==> src/rtl/mcfsm_pkg.sv <==
// Shared constants, codes and decode functions of the multicycle control unit.
`default_nettype none

package mcfsm_pkg;

    // Field positions inside the instruction word.
    localparam int unsigned InstrWidth  = 32;
    localparam int unsigned OpcodeLsb   = 26;
    localparam int unsigned FieldWidth  = 6;
    localparam int unsigned StateWidth  = 4;

    // Control state codes that the next-state equations and the control signals name.
    localparam logic [StateWidth-1:0] STATE_FETCH     = 4'd0;
    localparam logic [StateWidth-1:0] STATE_DECODE    = 4'd1;
    localparam logic [StateWidth-1:0] STATE_MEM_ADDR  = 4'd2;
    localparam logic [StateWidth-1:0] STATE_MEM_READ  = 4'd3;
    localparam logic [StateWidth-1:0] STATE_WB_LOAD   = 4'd4;
    localparam logic [StateWidth-1:0] STATE_EXEC_R    = 4'd6;
    localparam logic [StateWidth-1:0] STATE_WB_R      = 4'd7;
    localparam logic [StateWidth-1:0] STATE_EXEC_I    = 4'd10;
    localparam logic [StateWidth-1:0] STATE_WB_I      = 4'd11;
    localparam logic [StateWidth-1:0] STATE_WB_ADDI   = 4'd13;
    localparam logic [StateWidth-1:0] STATE_JAL_LINK  = 4'd14;

    // Opcodes.
    localparam logic [FieldWidth-1:0] OP_RTYPE = 6'd0;
    localparam logic [FieldWidth-1:0] OP_J     = 6'd2;
    localparam logic [FieldWidth-1:0] OP_JAL   = 6'd3;
    localparam logic [FieldWidth-1:0] OP_BEQ   = 6'd4;
    localparam logic [FieldWidth-1:0] OP_BNE   = 6'd5;
    localparam logic [FieldWidth-1:0] OP_ADDI  = 6'd8;
    localparam logic [FieldWidth-1:0] OP_ANDI  = 6'd12;
    localparam logic [FieldWidth-1:0] OP_JR    = 6'd20;
    localparam logic [FieldWidth-1:0] OP_JALR  = 6'd21;
    localparam logic [FieldWidth-1:0] OP_LW    = 6'd35;
    localparam logic [FieldWidth-1:0] OP_SW    = 6'd43;

    // Funct codes and the ALU codes they map to.
    localparam logic [FieldWidth-1:0] FUNCT_ADD = 6'd32;
    localparam logic [FieldWidth-1:0] FUNCT_SUB = 6'd34;
    localparam logic [FieldWidth-1:0] FUNCT_AND = 6'd36;
    localparam logic [FieldWidth-1:0] FUNCT_OR  = 6'd37;
    localparam logic [FieldWidth-1:0] FUNCT_SLT = 6'd42;

    localparam logic [FieldWidth-1:0] ALU_ADD = 6'd0;
    localparam logic [FieldWidth-1:0] ALU_SUB = 6'd1;
    localparam logic [FieldWidth-1:0] ALU_AND = 6'd3;
    localparam logic [FieldWidth-1:0] ALU_OR  = 6'd4;
    localparam logic [FieldWidth-1:0] ALU_SLT = 6'd5;

    // Map a funct field to the ALU code; unknown codes pass through.
    function automatic logic [FieldWidth-1:0] map_funct(input logic [FieldWidth-1:0] funct);
        logic [FieldWidth-1:0] code;
        begin
            unique case (funct)
                FUNCT_ADD: code = ALU_ADD;
                FUNCT_SUB: code = ALU_SUB;
                FUNCT_AND: code = ALU_AND;
                FUNCT_OR:  code = ALU_OR;
                FUNCT_SLT: code = ALU_SLT;
                default:   code = funct;
            endcase
            return code;
        end
    endfunction

    // True for every opcode that the control unit knows.
    function automatic logic is_supported(input logic [FieldWidth-1:0] op);
        logic ok;
        begin
            unique case (op) inside
                OP_RTYPE, OP_J, OP_JAL, OP_BEQ, OP_BNE, OP_ADDI, OP_ANDI,
                OP_JR, OP_JALR, OP_LW, OP_SW: ok = 1'b1;
                default: ok = 1'b0;
            endcase
            return ok;
        end
    endfunction

endpackage

`default_nettype wire

==> src/rtl/multicycle_cpu_control_fsm_unit.sv <==
// Top level of the multicycle processor control unit.
`default_nettype none

// Each accepted item is one control cycle of a multicycle datapath and carries the
// instruction register word. The unit holds a 4-bit control state (fetch after reset)
// and returns one result item per input item: the Moore control signals of the present
// state, the present and following state codes, an opcode-supported flag and the funct
// field mapped to an ALU code. The state advances once per item, as the item moves
// from the input register into the result register. An item passes two register
// stages, the input register and then the result register, and its result is valid
// once the result register has taken it. Throughput is one item per clock while the
// result is not stalled, set by the single state register loop (decode plus next-state
// logic feeding it). Both channels use valid/ready; while a result waits, the input
// register still takes one more item, and only then is the input stalled.
module multicycle_cpu_control_fsm_unit
(
    input  wire logic        clk,
    input  wire logic        rst_n,

    input  wire logic        in_valid,
    output logic             in_ready,
    input  wire logic [31:0] instruction,

    output logic             out_valid,
    input  wire logic        out_ready,
    output logic [3:0]       memory_controls,
    output logic [4:0]       register_controls,
    output logic [4:0]       alu_controls,
    output logic [4:0]       pc_controls,
    output logic [3:0]       present_state,
    output logic [3:0]       following_state,
    output logic             opcode_supported,
    output logic [5:0]       alu_function
);

    localparam int unsigned SW = mcfsm_pkg::StateWidth;
    localparam int unsigned FW = mcfsm_pkg::FieldWidth;

    // Pipeline registers.
    logic                                  in_valid_reg;
    logic [mcfsm_pkg::InstrWidth-1:0]      instr_reg;
    logic                                  out_valid_reg;
    logic [SW-1:0]                         control_state_reg;
    logic [SW-1:0]                         control_state_next;

    logic [3:0]    mem_ctl_reg,  mem_ctl_next;
    logic [4:0]    reg_ctl_reg,  reg_ctl_next;
    logic [4:0]    alu_ctl_reg,  alu_ctl_next;
    logic [4:0]    pc_ctl_reg,   pc_ctl_next;
    logic [SW-1:0] present_reg;
    logic [SW-1:0] following_reg;
    logic          supported_reg, supported_next;
    logic [FW-1:0] alu_func_reg,  alu_func_next;

    logic          out_load;
    logic          in_load;
    logic [FW-1:0] op;
    logic [FW-1:0] funct;
    logic          s0, s1, s2, s3;
    logic          in0, in1, in2, in3, in6, in10, in14;
    logic          irwrite;

    // Handshake: the result register takes a new result when empty or being drained.
    assign out_load = in_valid_reg && (!out_valid_reg || out_ready);
    assign in_ready = !in_valid_reg || out_load;
    assign in_load  = in_valid && in_ready;

    // Input register.
    always_ff @(posedge clk or negedge rst_n)
    begin
        if (!rst_n)
        begin
            in_valid_reg <= 1'b0;
        end
        else if (in_ready)
        begin
            in_valid_reg <= in_valid;
        end
    end

    always_ff @(posedge clk)
    begin
        if (in_load)
        begin
            instr_reg <= instruction;
        end
    end

    // Field extraction and state bits.
    assign op    = instr_reg[mcfsm_pkg::OpcodeLsb +: FW];
    assign funct = instr_reg[FW-1:0];
    assign s0 = control_state_reg[0];
    assign s1 = control_state_reg[1];
    assign s2 = control_state_reg[2];
    assign s3 = control_state_reg[3];

    assign in0  = (control_state_reg == mcfsm_pkg::STATE_FETCH);
    assign in1  = (control_state_reg == mcfsm_pkg::STATE_DECODE);
    assign in2  = (control_state_reg == mcfsm_pkg::STATE_MEM_ADDR);
    assign in3  = (control_state_reg == mcfsm_pkg::STATE_MEM_READ);
    assign in6  = (control_state_reg == mcfsm_pkg::STATE_EXEC_R);
    assign in10 = (control_state_reg == mcfsm_pkg::STATE_EXEC_I);
    assign in14 = (control_state_reg == mcfsm_pkg::STATE_JAL_LINK);
    assign irwrite = in0;

    // Moore control signals of the present state.
    always_comb
    begin
        mem_ctl_next = {s0, (in0 || in3), (!s3 && s2 && !s1 && s0), irwrite};
        reg_ctl_next = {
            (control_state_reg == mcfsm_pkg::STATE_WB_LOAD) ||
            (control_state_reg == mcfsm_pkg::STATE_WB_R)    ||
            (control_state_reg == mcfsm_pkg::STATE_WB_I)    ||
            (control_state_reg == mcfsm_pkg::STATE_WB_ADDI),
            !s1, !s3, (s3 && s2), (!s3 && !s1)};
        alu_ctl_next = {(s1 || s3), (s0 || (!s2 && s1)), (!s3 && !s1),
                        ((!s3 && s2) || (s3 && s1)), s3};
        pc_ctl_next  = {
            (s3 && s2 && !s1) || irwrite || (s3 && s2 && s0) || (s3 && !s1 && s0),
            (s3 && !s1 && !s0), s0, (s1 || (s3 && !s0)), s2};
    end

    // Next-state equations: decode terms from the decode state, memory terms from
    // the address state.
    always_comb
    begin
        logic dec_rtype, dec_j, dec_jal, dec_beq, dec_bne, dec_addi, dec_andi;
        logic dec_jr, dec_jalr, dec_lw, dec_sw;
        logic mem_lw, mem_sw, mem_addi;
        dec_rtype = in1 && (op == mcfsm_pkg::OP_RTYPE);
        dec_j     = in1 && (op == mcfsm_pkg::OP_J);
        dec_jal   = in1 && (op == mcfsm_pkg::OP_JAL);
        dec_beq   = in1 && (op == mcfsm_pkg::OP_BEQ);
        dec_bne   = in1 && (op == mcfsm_pkg::OP_BNE);
        dec_addi  = in1 && (op == mcfsm_pkg::OP_ADDI);
        dec_andi  = in1 && (op == mcfsm_pkg::OP_ANDI);
        dec_jr    = in1 && (op == mcfsm_pkg::OP_JR);
        dec_jalr  = in1 && (op == mcfsm_pkg::OP_JALR);
        dec_lw    = in1 && (op == mcfsm_pkg::OP_LW);
        dec_sw    = in1 && (op == mcfsm_pkg::OP_SW);
        mem_lw    = in2 && (op == mcfsm_pkg::OP_LW);
        mem_sw    = in2 && (op == mcfsm_pkg::OP_SW);
        mem_addi  = in2 && (op == mcfsm_pkg::OP_ADDI);

        control_state_next[0] = in0 || in6 || in10 || in14 || dec_j || dec_jal || dec_jr ||
                                mem_lw || mem_sw || mem_addi;
        control_state_next[1] = dec_lw || dec_sw || dec_addi || mem_lw || dec_jr ||
                                mem_addi || dec_rtype || in6 || dec_andi || in10 ||
                                dec_jalr || in14;
        control_state_next[2] = in3 || mem_sw || dec_rtype || in6 || dec_bne || dec_jal ||
                                dec_jalr || dec_jr || in14;
        control_state_next[3] = dec_beq || dec_j || dec_andi || in10 || dec_bne ||
                                dec_jal || dec_jalr || dec_jr || in14 || mem_addi;
    end

    // Opcode check and funct mapping.
    assign supported_next = mcfsm_pkg::is_supported(op);
    assign alu_func_next  = mcfsm_pkg::map_funct(funct);

    // State register and result valid.
    always_ff @(posedge clk or negedge rst_n)
    begin
        if (!rst_n)
        begin
            control_state_reg <= mcfsm_pkg::STATE_FETCH;
            out_valid_reg     <= 1'b0;
        end
        else
        begin
            if (out_load)
            begin
                control_state_reg <= control_state_next;
            end
            if (out_load)
            begin
                out_valid_reg <= 1'b1;
            end
            else if (out_ready)
            begin
                out_valid_reg <= 1'b0;
            end
        end
    end

    // Result payload register.
    always_ff @(posedge clk)
    begin
        if (out_load)
        begin
            mem_ctl_reg   <= mem_ctl_next;
            reg_ctl_reg   <= reg_ctl_next;
            alu_ctl_reg   <= alu_ctl_next;
            pc_ctl_reg    <= pc_ctl_next;
            present_reg   <= control_state_reg;
            following_reg <= control_state_next;
            supported_reg <= supported_next;
            alu_func_reg  <= alu_func_next;
        end
    end

    assign out_valid         = out_valid_reg;
    assign memory_controls   = mem_ctl_reg;
    assign register_controls = reg_ctl_reg;
    assign alu_controls      = alu_ctl_reg;
    assign pc_controls       = pc_ctl_reg;
    assign present_state     = present_reg;
    assign following_state   = following_reg;
    assign opcode_supported  = supported_reg;
    assign alu_function      = alu_func_reg;

    // The state register always holds the following state of the last result.
    a_state_follows: assert property (@(posedge clk) disable iff (!rst_n)
        out_load |=> (control_state_reg == following_state))
        else $error("control state does not match the last following state");

    // An empty result register never blocks the input side.
    a_ready_when_empty: assert property (@(posedge clk) disable iff (!rst_n)
        !out_valid_reg |-> in_ready)
        else $error("input stalled with an empty result register");

    // IRWrite is asserted in the fetch state only.
    a_irwrite_fetch: assert property (@(posedge clk) disable iff (!rst_n)
        out_valid |-> (memory_controls[0] == (present_state == mcfsm_pkg::STATE_FETCH)))
        else $error("IRWrite does not match the fetch state");

    // Fetch always moves on to decode.
    a_fetch_to_decode: assert property (@(posedge clk) disable iff (!rst_n)
        (out_valid && (present_state == mcfsm_pkg::STATE_FETCH)) |->
        (following_state == mcfsm_pkg::STATE_DECODE))
        else $error("fetch state did not advance to decode");

endmodule

`default_nettype wire
==> config.mk <==
export PLATFORM = sky130hd
export DESIGN_NAME = multicycle_cpu_control_fsm_unit
export DESIGN_NICKNAME = d
export VERILOG_FILES = /design/src/rtl/mcfsm_pkg.sv /design/src/rtl/multicycle_cpu_control_fsm_unit.sv
export SDC_FILE = /design/constraint.sdc
export NUM_CORES = 1
export LEC_CHECK = 0
export ABC_CLOCK_PERIOD_IN_PS = 2500
export BUFFER_PORTS_ARGS = -buffer_cell sky130_fd_sc_hd__clkbuf_2
export CAP_MARGIN = 10
export CORE_ASPECT_RATIO = 1.1
export CORE_MARGIN = 3
export CORE_UTILIZATION = 40
export DETAILED_ROUTE_END_ITERATION = 8
export PLACE_DENSITY = 0.66
export SLEW_MARGIN = 20
export SYNTH_ARGS = -nofsm -noshare
export SYNTH_HDL_FRONTEND = slang
export SYNTH_SLANG_ARGS = --single-unit
==> constraint.sdc <==
create_clock -name clk -period 2.5 [get_ports clk]
set_clock_uncertainty 0.15 [all_clocks]
set_input_delay 0.5 -clock clk [delete_from_list [all_inputs] [get_ports clk]]
set_output_delay 0.5 -clock clk [all_outputs]
set_load 0.01 [all_outputs]
==> impl_metrics.ini <==
[placed_design]
dp_cells = 263
place_area_um2 = 2370
gp_congestion = 0.888
port_buffers = 51
hpwl_mm = 2.55

[timing]
maxClockFrequency_mhz = 527
setup_tns_ps = 0
finalSetupViolCount = 0
fin_crit_ps = 1900
tightestPinTransition_ps = 497
finalMaxSlewViolations = 0
period_share_pct = 75.9
rsz0062_at_grt = false
max_slew_margin_pct = 66.9
hold_viol_final = 0

[yosys]
synthXorXnorAreaFrac_pct = 0
synth_compound_area_share_pct = 10.9
ys_warn_count = 0
syn_inst = 168
synth_area_um2 = 2110
syn_area_per_cell_um2 = 12.5
synth_seq_area_share_pct = 65.5
synthSimpleGateAreaFrac_pct = 16.8
synthMuxAreaShare_pct = 1.07
synthArstFlopShare_pct = 12.8
synth_top_family_by_area = simple AND/OR/NAND/NOR gates
synth_edf_count = 41
synth.distinct_cells = 45
synth_nets = 204
synth_seq_cells = 47
synth_flop_cell = edfxtp_1
synthAdderAreaFrac_pct = 0.475

[global_route]
grt.total_usage_pct = 12.2
grt_start_max_net_pins = 25
globalRouteOverflowTotal = 0
grt_pass1_wl_mm = 5.69
grt_antenna_before_repair = 0
grt_pass1_vias = 1249

[detailed_routing]
vias = 1371
ant_nets = 0
dr.pass1.iters = 4
viasPerCell = 5.04
wl_per_cell_um = 12.9
drc = 0
routed_wl_mm = 3.51
drtIter0Drc = 49

[finish]
area_growth_pct = 18.0
fin_area_um2 = 2490
drive_gt1_share_pct = 31.8
num-nets-final = 249
final_cell_count_no_fill = 272
layout_commonest_cell = clkbuf_2
finalCoreUtilization_pct = 49.1
multiInputGateArea_um2 = 617
regArea_um2 = 1380
layout_common_cells = 51 x clkbuf_2, 41 x edfxtp_1, 11 x nor2_1
nFillCells = 467
largest_reg_flops = 12
antennaDiodeCount = 0

[power]
total_power_w = 0.00207
ir_drop_v = 0.000292
p_leak_nw = 0.988
p_per_area_nw_per_um2 = 833

[setup_path]
crit_type = flip-flop to flip-flop
path_cells = clkinv_1 > maj3_1 > a21o_1
max_stage_delay_ps = 590
worstPathMaxFanout = 14
crit_path_end_kind = flip-flop
cp.arrival_ps = 1800
r2r_slack_ps = 600
cp-start-kind = flip-flop
cpMaxStageDelayCell = dfrtp_1
required_ps = 2400

[worst_hold_path]
hp-class = input pin to flip-flop

[flow_run]
maxCapViolations = 0

[clock_network]
clk_pin_slew_ps = 80
insertion_delay_ps = 290
cts_tree = yes
cts.htree.levels = 2
post-cts-setup-buffers = 0
clock_path_buffers = 2
clock-sinks = 47
root_buffer = clkbuf_8
cts_buffers = 5

[floorplan]
dieHeight_um = 82.1
num_rows = 27
die_w_um = 75.2
core_um2 = 5070
io_pins = 72
die_area_um2 = 6180
start_util_pct = 41.6

[outcome]
outcome = finished, final reports clean
[stage by stage]
stage,setup WS [ps],hold slack (ps)
2_1_floorplan,99.2,54.4
3_3_place_gp,610,185
3_5_place_dp,609,189
4_1_cts,613,224
5_1_grt,449,214
6_report,602,228
[logic make-up after synthesis]
group	Yosys count
and+or+nand+nor	61
adders and majority gates	1
AOI/OAI and AO/OA	34
buffers and inverters	23
DFF	47
muxes	2
[layer usage]
metal  wire, um  track usage, %  part of all wire, %
met5          0               0                    0
met4         55            4.72                  1.6
met3        179            3.27                  5.1
met2       1740            21.0                   50
met1       1540            14.6                   44
[area by class of cell]
type | count | share of cell area, %
Clock buffer | 7 | 3.07
Clock inverter | 1 | 1.21
Tap cell | 58 | 2.92
Sequential cell | 47 | 55.5
Inverter | 6 | 0.905
Multi-Input combinational cell | 98 | 24.8
Timing Repair Buffer | 55 | 11.6
[repair_timing]
| action | in CTS | in global routing |
|---|---|---|
| setup endpoints to repair | 0 | 0 |
| endpoints found under the hold margin | 6 | 0 |
| gates resized for setup | 0 | 0 |
| hold buffers | 1 | 0 |
[synthesized netlist by cell type, types with 2 or more instances]
master | count | share of area (%)
nor2_1 | 11 | 2.0
edfxtp_1 | 41 | 58
mux2_2 | 2 | 1.1
nand4_1 | 3 | 0.89
o21a_1 | 2 | 0.71
nor4b_1 | 2 | 0.83
clkbuf_1 | 8 | 1.4
and4bb_2 | 2 | 1.2
nor3b_1 | 2 | 0.71
buf_4 | 5 | 1.8
nor3_1 | 5 | 1.2
a21oi_1 | 5 | 1.2
nand3b_1 | 2 | 0.71
and2_1 | 4 | 1.2
dfrtp_1 | 6 | 7.1
nand3_1 | 3 | 0.71
nor2b_1 | 4 | 1.2
o211ai_1 | 2 | 0.71
nand2_1 | 9 | 1.6
o21ai_0 | 9 | 2.1
o22ai_1 | 3 | 0.89
nand2b_1 | 8 | 2.4
buf_2 | 3 | 0.71
o31a_1 | 2 | 0.83
inv_1 | 5 | 0.89
[worst max-delay path, delay by kind of cell (launching register included)]
family,cells,cell delay (ps)
compound gates,1,180
buf+inv,1,330
flops,1,590
fa+ha+maj,1,420
[path summary, 6_finish.rpt]
check / to / depth (start not counted) / from
max: pc_controls[4] / 3 / control_state_reg[1]
min: instr_reg[31] / 1 / instruction[31]
max in group asynchronous: control_state_reg[2] / 2 / rst_n
min reg2reg: out_valid / 1 / in_valid_reg
min in group asynchronous: control_state_reg[1] / 2 / rst_n
max reg2reg: pc_controls[4] / 3 / control_state_reg[1]
[where the power goes]
group | total [W] | internal [W] | leakage (nW) | switching [W]
sequential | 0.00110 | 0.00100 | 0.468 | 0.0000999
clock | 0.000530 | 0.000299 | 0.0524 | 0.000231
combinational | 0.000441 | 0.000200 | 0.468 | 0.000241
Power figures use the tool's default switching activity.
